**src/rtl/core/zbtrm_pkg.sv**
```systemverilog
package zbtrm_pkg;

  localparam int LANES      = 2;
  localparam int LANE_W     = (LANES > 1) ? $clog2(LANES) : 1;
  localparam int FIFO_DEPTH = 16;
  localparam int HEAD_W     = (FIFO_DEPTH > 1) ? $clog2(FIFO_DEPTH) : 1;
  localparam int FILL_W     = $clog2(FIFO_DEPTH + 1);
  localparam int FRAMES     = 128;
  localparam int FC_W       = 8;

  localparam int ID_W  = 16;
  localparam int ETA_W = 13;
  localparam int Z0_W  = 12;

  // input word layout, per lane: valid, track_id, eta, z0
  localparam int LANE_BITS  = 1 + ID_W + ETA_W + Z0_W;
  localparam int IN_DATA_W  = ((LANES * LANE_BITS + 7) / 8) * 8;
  localparam int OUT_BITS   = 1 + ID_W + 1 + 1 + 1;
  localparam int OUT_DATA_W = ((OUT_BITS + 7) / 8) * 8;

  localparam int PADDR_W = 5;

  localparam logic [2:0] REG_OUTPUT_CHANNEL  = 3'd0;
  localparam logic [2:0] REG_OUT_CHANNELS    = 3'd1;
  localparam logic [2:0] REG_NUM_BINS        = 3'd2;
  localparam logic [2:0] REG_WIDTH_C0        = 3'd3;
  localparam logic [2:0] REG_WIDTH_C1        = 3'd4;
  localparam logic [2:0] REG_WIDTH_C2        = 3'd5;
  localparam logic [2:0] REG_TRUNCATE_ENABLE = 3'd6;

  typedef struct packed {
    logic [3:0]  output_channel;
    logic [4:0]  out_channels;
    logic [8:0]  num_bins;
    logic [11:0] width_c0;
    logic [15:0] width_c1;
    logic [15:0] width_c2;
    logic        truncate_enable;
  } cfg_t;

  localparam cfg_t CFG_RESET = '{
    output_channel:  4'd0,
    out_channels:    5'd2,
    num_bins:        9'd16,
    width_c0:        12'd0,
    width_c1:        16'd0,
    width_c2:        16'd0,
    truncate_enable: 1'b1
  };

  typedef struct packed {
    logic             commit;
    logic             new_event;
    logic             trunc;
    logic [LANES-1:0] kept;
  } merge_req_t;

  typedef enum logic [1:0] {
    ST_IDLE,
    ST_CALC,
    ST_COMMIT
  } seq_state_e;

endpackage

```
**src/rtl/core/zbtrm_lane.sv**
```systemverilog
module zbtrm_lane (
  input  logic                                clk_i,
  input  logic                                rst_ni,
  input  logic                                start_i,
  input  zbtrm_pkg::cfg_t                     cfg_i,
  input  logic                                valid_i,
  input  logic signed [zbtrm_pkg::ETA_W-1:0]  eta_i,
  input  logic signed [zbtrm_pkg::Z0_W-1:0]   z0_i,
  output logic                                done_o,
  output logic                                kept_o
);
  import zbtrm_pkg::*;

  // restoring remainder, three dividend bits per call
  function automatic logic [4:0] mod_step3(input logic [4:0] rem, input logic [2:0] bits,
                                           input logic [4:0] oc);
    logic [5:0] r;
    r = {1'b0, rem};
    for (int i = 2; i >= 0; i--) begin
      r = {r[4:0], bits[i]};
      if (r >= {1'b0, oc}) begin
        r = r - {1'b0, oc};
      end
    end
    return r[4:0];
  endfunction

  logic [8:0]  en_q;
  logic [12:0] ae;
  logic [24:0] ae2_q;
  logic [28:0] t1_q;
  logic [40:0] t2_q;
  logic [43:0] dz;
  logic signed [44:0] z0s, alo_d, ahi_d, alo_q, ahi_q;
  logic signed [9:0]  nbs;
  logic signed [54:0] plo_q, phi_q;
  logic signed [14:0] bmin_c, bmax_c, nbm1, half;
  logic [8:0]  bmin_q, bmax_q;
  logic        ne_q;
  logic [4:0]  rem_q;
  logic [2:0]  grp;
  logic signed [5:0] dd;
  logic [4:0]  d5;
  logic [9:0]  bsel;
  logic        kept_d, kept_q;

  assign ae    = eta_i[ETA_W-1] ? 13'(-eta_i) : 13'(eta_i);
  assign dz    = (44'(cfg_i.width_c0) << 30) + (44'(t1_q) << 10) + 44'(t2_q);
  assign z0s   = {{2{z0_i[Z0_W-1]}}, z0_i, 31'b0};
  assign alo_d = z0s - $signed({1'b0, dz});
  assign ahi_d = z0s + $signed({1'b0, dz});
  assign nbs   = $signed({1'b0, cfg_i.num_bins});

  // floor divide by 2^42 is the top bits of the product
  assign half   = $signed({7'b0, cfg_i.num_bins[8:1]});
  assign nbm1   = $signed({6'b0, cfg_i.num_bins}) - 15'sd1;
  assign bmin_c = $signed({{2{plo_q[54]}}, plo_q[54:42]}) + half;
  assign bmax_c = $signed({{2{phi_q[54]}}, phi_q[54:42]}) + half;

  assign grp = en_q[4] ? bmin_q[8:6] : (en_q[5] ? bmin_q[5:3] : bmin_q[2:0]);

  always_comb begin
    dd = $signed({2'b0, cfg_i.output_channel}) - $signed({1'b0, rem_q});
    if (dd < 0) begin
      dd = dd + $signed({1'b0, cfg_i.out_channels});
    end
    d5     = dd[4:0];
    bsel   = {1'b0, bmin_q} + 10'(d5);
    kept_d = valid_i && ne_q && (cfg_i.out_channels != 5'd0)
          && ({1'b0, cfg_i.output_channel} < cfg_i.out_channels)
          && (bsel <= {1'b0, bmax_q});
  end

  always_ff @(posedge clk_i or negedge rst_ni) begin
    if (!rst_ni) begin
      en_q <= '0;
    end else begin
      en_q <= {en_q[7:0], start_i};
    end
  end

  always_ff @(posedge clk_i) begin
    if (start_i) begin
      ae2_q <= 25'(26'(ae) * 26'(ae));
      t1_q  <= 29'(cfg_i.width_c1) * 29'(ae);
    end
    if (en_q[0]) begin
      t2_q <= 41'(cfg_i.width_c2) * 41'(ae2_q);
    end
    if (en_q[1]) begin
      alo_q <= alo_d;
      ahi_q <= ahi_d;
    end
    if (en_q[2]) begin
      plo_q <= 55'(alo_q) * 55'(nbs);
      phi_q <= 55'(ahi_q) * 55'(nbs);
    end
    if (en_q[3]) begin
      bmin_q <= (bmin_c < 0) ? 9'd0 : bmin_c[8:0];
      bmax_q <= (bmax_c > nbm1) ? nbm1[8:0] : bmax_c[8:0];
      ne_q   <= ((bmin_c < 0) ? 15'sd0 : bmin_c) <= ((bmax_c > nbm1) ? nbm1 : bmax_c);
      rem_q  <= '0;
    end else if (en_q[4] || en_q[5] || en_q[6]) begin
      rem_q <= mod_step3(rem_q, grp, cfg_i.out_channels);
    end
    if (en_q[7]) begin
      kept_q <= kept_d;
    end
  end

  assign done_o = en_q[8];
  assign kept_o = kept_q;

endmodule

```
**config.mk**
```make
export PLATFORM = sky130hd
export DESIGN_NAME = zbtrm_lane
export DESIGN_NICKNAME = d
export VERILOG_FILES = /design/src/rtl/core/zbtrm_pkg.sv /design/src/rtl/core/zbtrm_lane.sv
export SDC_FILE = /design/constraint.sdc
export NUM_CORES = 2
export LEC_CHECK = 0
export ABC_AREA = 1
export BUFFER_PORTS_ARGS = -buffer_cell sky130_fd_sc_hd__buf_2
export CAP_MARGIN = 20
export CORE_ASPECT_RATIO = 0.8
export CORE_MARGIN = 5
export CORE_UTILIZATION = 23
export CTS_BUF_LIST = sky130_fd_sc_hd__clkbuf_16
export DETAILED_ROUTE_END_ITERATION = 6
export PLACE_DENSITY = 0.39
export SLEW_MARGIN = 20
export SYNTH_ARGS = -nofsm -noshare
export SYNTH_HDL_FRONTEND = slang
export SYNTH_SLANG_ARGS = --single-unit
```
**constraint.sdc**
```tcl
create_clock -name clk_i -period 10.1 [get_ports clk_i]
set_input_delay 0.505 -clock clk_i [delete_from_list [all_inputs] [get_ports clk_i]]
set_output_delay 0.505 -clock clk_i [all_outputs]
set_load 0.005 [all_outputs]
```
==> results_dict.tcl <==
set metrics [dict create \
    grt_pass1_wl_um 336000 \
    placedCellCount 12600 \
    clkSlewWorstSetupHoldPaths_ps 70 \
    cts.sinks 243 \
    avgSynthCellArea_um2 7.75 \
    slew_headroom_pct 25.9 \
    htreeDepth 2 \
    core_mm2 0.295 \
    hp-class "input port to flop" \
    synth-xor-area-share_pct 2.80 \
    cts_tree "built" \
    grt_max_degree 67 \
    synthCells 8812 \
    clk_latency_ps 620 \
    fin_util_pct 25.1 \
    area_growth_pct 8.42 \
    synth-edff-count 229 \
    drv_slew 0 \
    viasPerCell 4.19 \
    drt_wl_total_um 211000 \
    postCtsSetupBuffers 0 \
    endpoint_kind "flop" \
    start_util_pct 23.2 \
    synth_top_area_share_pct 36.0 \
    worst_path_most_repeated_cell "nand2_1" \
    wl_per_cell_um 16.6 \
    synth_cell_types 60 \
    via_count 53100 \
    fin_skew_ps 47.0 \
    ys_warn_count 0 \
    critPathLaunchType "input port" \
    cts_buffers 35 \
    async_flop_share_pct 3.70 \
    crit_fanout 16 \
    rr_endpoint "t2_q[32]" \
    synth_seq_area_share_pct 10.6 \
    crit_slowest_cell "inv_1" \
    cp.arrival_ps 7480 \
    synth_common_cells "2532 x inv_1, 2092 x nand2_1, 1229 x fa_1, 645 x ha_1, 436 x nor2_1" \
    whs_endpoint "kept_o" \
    final-hold-violation-count 0 \
    synth_top_family_by_area "adder cells" \
    syn_area_mm2 0.0683 \
    regToRegSetupSlack_ps 3440 \
    drtPass1Iterations 5 \
    gr-total-overflow 0 \
    final.min_clock_period_ps 7110 \
    die-area_mm2 0.308 \
    synth.most_common_cell "inv_1" \
    cts.path.max_buffers 3 \
    grt_util_all_layers_pct 13.8 \
    status "finished, final reports clean" \
    reg2reg_depth 21 \
    worst_slew_pin_slew_ps 1110 \
    drive_gt1_share_pct 3.18 \
    rsz0062_at_grt "false" \
    synthFlopType "edfxtp_1" \
    grt_pass1_vias 56700 \
    cts_hold_buf 1 \
    fin_cells 12700 \
    synth.largest_area_cell "fa_1" \
    synth_seq_cells 243 \
    finalSetupTns_ps 0 \
    synth-compound-area-share_pct 5.83 \
    synthMuxAreaShare_pct 0 \
    die_h_um 497 \
    dp.final_hpwl_um 175000 \
    required_ps 10470 \
    yosys.area_share.simple_pct 17.2 \
    ant_nets 0 \
    die_width_um 619 \
    yosys-top-cells-area "fa_1 36%, inv_1 14%, ha_1 12%" \
    drt_iter0_markers 3111 \
    period_share_pct 70.4 \
    nNetsFinal 10600 \
    io_buffers 92 \
    post_cts_resized 0 \
    io_pins 94 \
    place.gp.congestion 0.844 \
    timing.rr.start "ae2_q[6]" \
    holdWs_ps 309 \
    slowest_delay_ps 840 \
    synthAdderAreaFrac_pct 47.9 \
    holdPathStages 3 \
    drv_cap 0 \
    antenna_found_initial 13 \
    critPathKind "input port to flop" \
    remaining_drc_errors 0 \
    cts_root_buffer "clkbuf_16" \
    timing.fmax_mhz 141 \
    row_count 178 \
    setup_viol 0 \
    holdCritStartpoint "valid_i" \
]
worst max path at each step:
stage                         from        end  slack [ps]
after global placement    eta_i[0]   t1_q[25]        2270
after detailed placement  eta_i[0]   t1_q[25]        2300
after global routing      eta_i[0]  ae2_q[20]        2510
after CTS                 eta_i[0]   t1_q[25]        3000
final                     eta_i[0]   t1_q[25]        2990
after floorplan           eta_i[0]   t1_q[25]        3450
cell usage in the layout (no fill, tap or decap), types with 20 or more instances in the layout:
cell type  count
buf_4         39
nor2_1       436
clkbuf_16     35
ha_1         645
nand3_1      171
xnor2_1       60
a21o_1        27
a21oi_1      317
xor2_1       158
nand2_2       22
buf_2         83
nand4_1       51
fa_1        1229
o21bai_1      24
edfxtp_1     229
inv_1       2540
o21ai_0      203
a31oi_1       44
nand2_1     2092
nor3_1        53
inv_2         20
registers in the layout, indices dropped and copies added (netlist names):
signal / count
ae2_q: 24
ahi_q: 44
alo_q: 45
bmax_q: 9
bmin_q: 9
en_q: 9
kept_o: 1
ne_q: 1
phi_q: 13
plo_q: 13
rem_q: 5
t1_q: 29
t2_q: 41
routing by layer:
layer  wire, um  up-vias  share of wire, %  global-route usage (%)
li1           -    25500                 -                       -
met1     108000    26400                51                    21.1
met2      91300      986                43                    21.5
met3       9410      125               4.5                    1.54
met4       2350        2               1.1                    1.64
met5         13        -            0.0062                       0
critical path: cells and delay by family:
family	cells	cell delay, ps
buffers and inverters	7	1370
AO/OA/AOI/OAI	4	790
AND/OR/NAND/NOR	12	1600
XOR/XNOR	1	150
adder cells (fa/ha/maj)	7	3050
logic make-up after synthesis:
family / count (synthesis)
AOI/OAI and AO/OA: 704
and+or+nand+nor: 2906
buffers and inverters: 2865
xor gates and xnor gates: 218
other: 2
adders and majority gates: 1874
DFF: 243
per-stage QoR:
| stage | area, um2 | worst slack (ps) |
|---|---|---|
| after floorplan | 68300 | 3450 |
| after global placement | 72900 | 2270 |
| after detailed placement | 72900 | 2300 |
| after CTS | 74000 | 3000 |
| after global routing | 74000 | 2510 |
| final | 74000 | 2990 |
cell type report:
| type | count | area [um2] |
|---|---|---|
| clock inverter | 27 | 218 |
| multi-input combinational | 5718 | 50300 |
| inverter | 2556 | 9590 |
| timing repair buffer | 128 | 813 |
| tap | 3960 | 4950 |
| sequential | 243 | 7210 |
| clock buffer | 35 | 876 |
| fill | 32500 | 221000 |
| antenna | 1 | 2.50 |
Power is not shown: default switching activity piles up to over one toggle a cycle in this logic, so the estimate is an artifact.
