`config.mk`:
```
export PLATFORM = sky130hd
export DESIGN_NAME = zbtrm_merge
export DESIGN_NICKNAME = d
export VERILOG_FILES = /design/src/rtl/core/zbtrm_pkg.sv /design/src/rtl/core/zbtrm_merge.sv
export SDC_FILE = /design/constraint.sdc
export NUM_CORES = 1
export LEC_CHECK = 0
export BUFFER_PORTS_ARGS = -buffer_cell sky130_fd_sc_hd__buf_2
export CAP_MARGIN = 20
export CORE_ASPECT_RATIO = 0.5
export CORE_MARGIN = 2
export CORE_UTILIZATION = 50
export CTS_BUF_LIST = sky130_fd_sc_hd__clkbuf_4
export DETAILED_ROUTE_END_ITERATION = 16
export HOLD_SLACK_MARGIN = 0.15
export PLACE_DENSITY = 0.65
export SLEW_MARGIN = 20
export SYNTH_ARGS = -nofsm -noshare
export SYNTH_HDL_FRONTEND = slang
export SYNTH_SLANG_ARGS = --single-unit
```
`constraint.sdc`:
```
create_clock -name clk_i -period 9.1 [get_ports clk_i]
set_input_delay 0.91 -clock clk_i [delete_from_list [all_inputs] [get_ports clk_i]]
set_output_delay 0.91 -clock clk_i [all_outputs]
set_load 0.005 [all_outputs]
```
`src/rtl/core/zbtrm_pkg.sv`:
```
package zbtrm_pkg;

  localparam int LANES      = 2;
  localparam int LANE_W     = (LANES > 1) ? $clog2(LANES) : 1;
  localparam int FIFO_DEPTH = 16;
  localparam int HEAD_W     = (FIFO_DEPTH > 1) ? $clog2(FIFO_DEPTH) : 1;
  localparam int FILL_W     = $clog2(FIFO_DEPTH + 1);
  localparam int FRAMES     = 128;
  localparam int FC_W       = 8;

  localparam int ID_W  = 16;
  localparam int ETA_W = 13;
  localparam int Z0_W  = 12;

  // input word layout, per lane: valid, track_id, eta, z0
  localparam int LANE_BITS  = 1 + ID_W + ETA_W + Z0_W;
  localparam int IN_DATA_W  = ((LANES * LANE_BITS + 7) / 8) * 8;
  localparam int OUT_BITS   = 1 + ID_W + 1 + 1 + 1;
  localparam int OUT_DATA_W = ((OUT_BITS + 7) / 8) * 8;

  localparam int PADDR_W = 5;

  localparam logic [2:0] REG_OUTPUT_CHANNEL  = 3'd0;
  localparam logic [2:0] REG_OUT_CHANNELS    = 3'd1;
  localparam logic [2:0] REG_NUM_BINS        = 3'd2;
  localparam logic [2:0] REG_WIDTH_C0        = 3'd3;
  localparam logic [2:0] REG_WIDTH_C1        = 3'd4;
  localparam logic [2:0] REG_WIDTH_C2        = 3'd5;
  localparam logic [2:0] REG_TRUNCATE_ENABLE = 3'd6;

  typedef struct packed {
    logic [3:0]  output_channel;
    logic [4:0]  out_channels;
    logic [8:0]  num_bins;
    logic [11:0] width_c0;
    logic [15:0] width_c1;
    logic [15:0] width_c2;
    logic        truncate_enable;
  } cfg_t;

  localparam cfg_t CFG_RESET = '{
    output_channel:  4'd0,
    out_channels:    5'd2,
    num_bins:        9'd16,
    width_c0:        12'd0,
    width_c1:        16'd0,
    width_c2:        16'd0,
    truncate_enable: 1'b1
  };

  typedef struct packed {
    logic             commit;
    logic             new_event;
    logic             trunc;
    logic [LANES-1:0] kept;
  } merge_req_t;

  typedef enum logic [1:0] {
    ST_IDLE,
    ST_CALC,
    ST_COMMIT
  } seq_state_e;

endpackage

```
`src/rtl/core/zbtrm_merge.sv`:
```
module zbtrm_merge (
  input  logic                                                clk_i,
  input  logic                                                rst_ni,
  input  zbtrm_pkg::merge_req_t                               req_i,
  input  logic [zbtrm_pkg::LANES-1:0][zbtrm_pkg::ID_W-1:0]    id_i,
  output logic                                                out_free_o,
  output logic                                                m_axis_tvalid,
  input  logic                                                m_axis_tready,
  // out_valid, out_track_id[15:0], out_source, overflow_drop, frame_limit_hit
  output logic [zbtrm_pkg::OUT_DATA_W-1:0]                    m_axis_tdata
);
  import zbtrm_pkg::*;

  localparam int VALID_BIT = 0;
  localparam int LIMIT_BIT = ID_W + 3;

  function automatic logic [HEAD_W-1:0] head_inc(input logic [HEAD_W-1:0] h);
    return (h == HEAD_W'(FIFO_DEPTH - 1)) ? '0 : h + 1'b1;
  endfunction

  logic [ID_W-1:0]   mem_q [LANES][FIFO_DEPTH];
  logic [ID_W-1:0]   rd_q  [LANES];
  logic [HEAD_W-1:0] head_q [LANES];
  logic [FILL_W-1:0] fill_q [LANES];
  logic [FC_W-1:0]   fc_q;

  logic [HEAD_W-1:0] head1 [LANES];
  logic [HEAD_W-1:0] head_d [LANES];
  logic [HEAD_W-1:0] wr_addr [LANES];
  logic [FILL_W-1:0] fill0 [LANES];
  logic [FILL_W-1:0] fill1 [LANES];
  logic [FILL_W-1:0] fill2 [LANES];
  logic [FILL_W-1:0] fill_d [LANES];
  logic [FILL_W:0]   wsum [LANES];
  logic [LANES-1:0]  push;
  logic [FC_W-1:0]   fc0, fc_d;
  logic              drop, found, limit, byp;
  logic [LANE_W-1:0] pick;

  logic              ld_q, got_q, drop_q, limit_q, byp_q;
  logic [LANE_W-1:0] src_q;
  logic [ID_W-1:0]   byp_id_q;
  logic              out_vld_q;
  logic [OUT_DATA_W-1:0] out_word_q;
  logic [ID_W-1:0]   out_id;

  always_comb begin
    drop = 1'b0;
    for (int c = 0; c < LANES; c++) begin
      fill0[c] = req_i.new_event ? '0 : fill_q[c];
      head1[c] = req_i.new_event ? '0 : head_q[c];
      fill1[c] = fill0[c];
      push[c]  = req_i.kept[c];
      if (req_i.kept[c]) begin
        if (req_i.trunc) begin
          if (fill0[c] >= FILL_W'(FIFO_DEPTH - 1)) begin
            head1[c] = head_inc(head1[c]);
            fill1[c] = fill0[c] - 1'b1;
            drop     = 1'b1;
          end
        end else if (fill0[c] >= FILL_W'(FIFO_DEPTH)) begin
          push[c] = 1'b0;
          drop    = 1'b1;
        end
      end
      wsum[c] = (FILL_W + 1)'(head1[c]) + (FILL_W + 1)'(fill1[c]);
      if (wsum[c] >= (FILL_W + 1)'(FIFO_DEPTH)) begin
        wsum[c] = wsum[c] - (FILL_W + 1)'(FIFO_DEPTH);
      end
      wr_addr[c] = HEAD_W'(wsum[c]);
      fill2[c]   = fill1[c] + FILL_W'(push[c]);
    end

    found = 1'b0;
    pick  = '0;
    for (int c = 0; c < LANES; c++) begin
      if (!found && fill2[c] != '0) begin
        found = 1'b1;
        pick  = LANE_W'(c);
      end
    end

    for (int c = 0; c < LANES; c++) begin
      head_d[c] = head1[c];
      fill_d[c] = fill2[c];
      if (found && pick == LANE_W'(c)) begin
        head_d[c] = head_inc(head1[c]);
        fill_d[c] = fill2[c] - 1'b1;
      end
    end
    byp = push[pick] && (fill1[pick] == '0);

    fc0   = req_i.new_event ? '0 : fc_q;
    limit = req_i.trunc && (fc0 >= FC_W'(FRAMES));
    fc_d  = (fc0 != '1) ? fc0 + 1'b1 : fc0;
  end

  always_ff @(posedge clk_i or negedge rst_ni) begin
    if (!rst_ni) begin
      for (int c = 0; c < LANES; c++) begin
        head_q[c] <= '0;
        fill_q[c] <= '0;
      end
      fc_q <= '0;
      ld_q <= 1'b0;
    end else begin
      ld_q <= req_i.commit;
      if (req_i.commit) begin
        for (int c = 0; c < LANES; c++) begin
          head_q[c] <= head_d[c];
          fill_q[c] <= fill_d[c];
        end
        fc_q <= fc_d;
      end
    end
  end

  always_ff @(posedge clk_i) begin
    if (req_i.commit) begin
      for (int c = 0; c < LANES; c++) begin
        if (push[c]) begin
          mem_q[c][wr_addr[c]] <= id_i[c];
        end
        rd_q[c] <= mem_q[c][head1[c]];
      end
      got_q    <= found && !limit;
      src_q    <= pick;
      byp_q    <= byp;
      byp_id_q <= id_i[pick];
      drop_q   <= drop;
      limit_q  <= limit;
    end
  end

  assign out_id = byp_q ? byp_id_q : rd_q[src_q];

  always_ff @(posedge clk_i or negedge rst_ni) begin
    if (!rst_ni) begin
      out_vld_q <= 1'b0;
    end else if (ld_q) begin
      out_vld_q <= 1'b1;
    end else if (m_axis_tready) begin
      out_vld_q <= 1'b0;
    end
  end

  always_ff @(posedge clk_i) begin
    if (ld_q) begin
      out_word_q <= OUT_DATA_W'({limit_q, drop_q,
                                 got_q ? 1'(src_q) : 1'b0,
                                 got_q ? out_id : {ID_W{1'b0}},
                                 got_q});
    end
  end

  assign out_free_o    = !out_vld_q || m_axis_tready;
  assign m_axis_tvalid = out_vld_q;
  assign m_axis_tdata  = out_word_q;

  for (genvar g = 0; g < LANES; g++) begin : g_fill_chk
    a_fill_bound: assert property (@(posedge clk_i) disable iff (!rst_ni)
      fill_q[g] <= FILL_W'(FIFO_DEPTH))
      else $error("fifo fill beyond depth");
  end

  a_load_empty: assert property (@(posedge clk_i) disable iff (!rst_ni)
    ld_q |-> !out_vld_q)
    else $error("output word overwritten");

  a_limit_gap: assert property (@(posedge clk_i) disable iff (!rst_ni)
    (out_vld_q && out_word_q[LIMIT_BIT]) |-> !out_word_q[VALID_BIT])
    else $error("track emitted beyond frame limit");

endmodule

```
==> flow_metrics.env <==
export IMPL_run_status="finished clean"
export IMPL_initial_core_util=0.509
export IMPL_fp_row_count=58
export IMPL_ys_top_cells_by_count="edfxtp_1 (585), nand2_1 (243), mux2i_1 (85)"
export IMPL_irDropWorstVdd_v=0.000109
export IMPL_synth_compound_area_frac=0.0706
export IMPL_reg2reg_depth=13
export IMPL_cap_violations=0
export IMPL_nFillCells=3941
export IMPL_slew_headroom=0.264
export IMPL_crit_arrival_ps=6510
export IMPL_final_core_util=0.566
export IMPL_synthAdderAreaFrac=0.0118
export IMPL_setup_viol=0
export IMPL_routed_wl_um=60300
export IMPL_cts_repair_resized=0
export IMPL_finalHoldViolCount=0
export IMPL_rrSetupSlack_ps=3420
export IMPL_cp_required_ps=9630
export IMPL_final_layout_size_suffix_gt1_frac=0.226
export IMPL_viasPerCell=5.96
export IMPL_cts_root_buf="clkbuf_4"
export IMPL_synth_top_family_by_area="multiplexers"
export IMPL_synth_mux_area_frac=0.0927
export IMPL_hold_start="m_axis_tready"
export IMPL_clk_path_buf_depth=3
export IMPL_drtIter0Drc=1622
export IMPL_ctsHtreeMaxLevel=4
export IMPL_place_gp_congestion=0.900
export IMPL_place_hpwl_um=36700
export IMPL_grt_pass1_wl_um=91200
export IMPL_syn_area_mm2=0.0257
export IMPL_synthFlopType="edfxtp_1"
export IMPL_rsz0062_at_grt="no"
export IMPL_dieArea_mm2=0.0534
export IMPL_cts_sinks=614
export IMPL_path_clk_slew_ps=60
export IMPL_crit_path_start_kind="input port"
export IMPL_finClkSkew_ps=72.0
export IMPL_synth_simple_gate_area_share=0.0838
export IMPL_synth_xor_area_frac=0.00993
export IMPL_numCtsBuffers=138
export IMPL_hold_path_class="in2reg"
export IMPL_numPortBuffers=61
export IMPL_syn_area_per_cell_um2=15.8
export IMPL_fin_crit_ps=5980
export IMPL_p_leak_uw=0.00987
export IMPL_gr_total_overflow=0
export IMPL_yosys_warnings=0
export IMPL_period_share=0.657
export IMPL_ys_seq_area_frac=0.711
export IMPL_holdWs_ps=328
export IMPL_cts_hold_buf=1
export IMPL_power_per_cell_area_mw_per_mm2=256
export IMPL_yosysMostFrequentCell="edfxtp_1"
export IMPL_ys_ff_latch=614
export IMPL_synth_top_area_cell="edfxtp_1"
export IMPL_min_to="m_axis_tvalid"
export IMPL_ios=66
export IMPL_fp_dieH_um=164
export IMPL_clock_fmax_ghz=0.167
export IMPL_yosys_area_top_type_share=0.683
export IMPL_antenna_found_initial=2
export IMPL_post_drt_wl_per_cell_um=23.6
export IMPL_synth_edff_count=585
export IMPL_track_usage=0.229
export IMPL_core_mm2=0.0505
export IMPL_drc_errors=0
export IMPL_cts_setup_buffers=0
export IMPL_ant_nets=0
export IMPL_drv_slew=0
export IMPL_crit_type="in2reg"
export IMPL_hold_depth=3
export IMPL_area_growth_pct=11.2
export IMPL_path_max_fanout=65
export IMPL_async_flop_share=0.0456
export IMPL_end_kind="register"
export IMPL_insertion_delay_ps=870
export IMPL_p_total_uw=7320
export IMPL_synth_cell_types=84
export IMPL_grt_max_degree=75
export IMPL_grt_pass1_vias=15200
export IMPL_nets=1849
export IMPL_num_vias=15200
export IMPL_fin_tns_setup_ps=0
export IMPL_cts_tree="done"
export IMPL_firstDrtPassIters=5
export IMPL_die_w_um=325
export IMPL_tightest_slew_ps=1100
export IMPL_ys_top_cells_by_area="edfxtp_1 (68%), mux4_2 (5.6%), nand2_1 (3.5%), mux2i_1 (3.3%), dfrtp_1 (2.7%)"
export IMPL_reg2reg_to="mem_q[0][63]"
export IMPL_syn_inst=1632
export IMPL_timing_rr_start="fill_q[6]"
[report_power, final]
part | switching, uW | leakage, uW | internal, uW
Clock | 1040 | 0.00103 | 1140
Combinational | 1020 | 0.00315 | 612
Sequential | 119 | 0.00569 | 3380
Total | 2180 | 0.00987 | 5140
[metrics by stage]
| stage | std cells | area, um2 | setup slack [ps] |
|---|---|---|---|
| floorplan | 1635 | 25700 | 3450 |
| detailed placement | 2335 | 26800 | 2160 |
| finish | 2557 | 28600 | 3120 |
| CTS | 2556 | 28600 | 3070 |
| global placement | 2335 | 26800 | 2400 |
| global route | 2557 | 28600 | 2750 |
[cell usage in the layout, fill, tap and decap left out, types with 8 or more instances in the layout]
| cell | instances |
|---|---|
| edfxtp_1 | 585 |
| nand2_1 | 242 |
| clkbuf_4 | 201 |
| mux2i_1 | 84 |
| mux4_2 | 64 |
| buf_2 | 60 |
| nor2_1 | 52 |
| a21oi_1 | 40 |
| buf_4 | 36 |
| and3_1 | 35 |
| o21ai_0 | 34 |
| a22oi_1 | 33 |
| a311oi_1 | 33 |
| a221o_1 | 32 |
| dfrtp_1 | 28 |
| inv_1 | 26 |
| and2_1 | 22 |
| ha_1 | 21 |
| or3_1 | 20 |
| nor2b_1 | 13 |
| nand3_1 | 13 |
| xnor2_1 | 12 |
| nand2b_1 | 10 |
| nor3_1 | 9 |
| mux2_2 | 8 |
[sequential cells by signal, indices dropped and copies added (netlist names), named ones only]
name	flops
rd_q	32
drop_q	1
mem_q	512
byp_q	1
byp_id_q	16
head_q	8
fill_q	10
src_q	1
got_q	1
ld_q	1
m_axis_tdata	20
fc_q	8
limit_q	1
m_axis_tvalid	1
[how the worst max path moves through the flow]
stage	from	endpoint	slack [ps]	cells after the start
2_1_floorplan	req_i[3]	mem_q[0][256]	3450	17
3_3_place_gp	req_i[3]	mem_q[0][116]	2400	14
3_5_place_dp	req_i[3]	mem_q[0][177]	2160	15
4_1_cts	req_i[3]	mem_q[0][177]	3070	15
5_1_grt	req_i[3]	mem_q[0][31]	2750	17
6_report	req_i[3]	mem_q[0][63]	3120	15
[worst max-delay path, stage by stage]
cell	delay, ps
buf_2	610
nand2b_1	260
inv_1	60
ha_1	170
a21oi_1	310
o21ai_2	160
and2_1	270
xnor2_2	150
buf_4	600
inv_4	470
ha_1	390
fa_1	490
or3_1	450
nor2_1	830
buf_4	320
[layer usage]
layer | routed length (um) | GRT usage | vias up
li1 | - | - | 6748
met1 | 27400 | 0.341 | 7730
met2 | 26900 | 0.341 | 675
met3 | 5060 | 0.0521 | 91
met4 | 973 | 0.0650 | 0
met5 | 0 | 0 | -
[area by class of cell]
type                            count  area [um2]  share of cell area
Clock inverter                     19         214             0.00748
Tap cell                          690         863              0.0302
Multi-Input combinational cell    907        7030               0.246
Sequential cell                   614       18300               0.639
Clock buffer                      201        1510              0.0528
Inverter                           28         108             0.00376
Antenna cell                        1        2.50           0.0000875
Timing Repair Buffer               97         581              0.0203
[cells by family after synthesis]
logic type,after synthesis
other,1
DFF,614
and+or+nand+nor,461
buffers and inverters,114
xor gates and xnor gates,22
adders and majority gates,23
muxes,157
AOI/OAI and AO/OA,240
(Power assumes the default switching activity.)
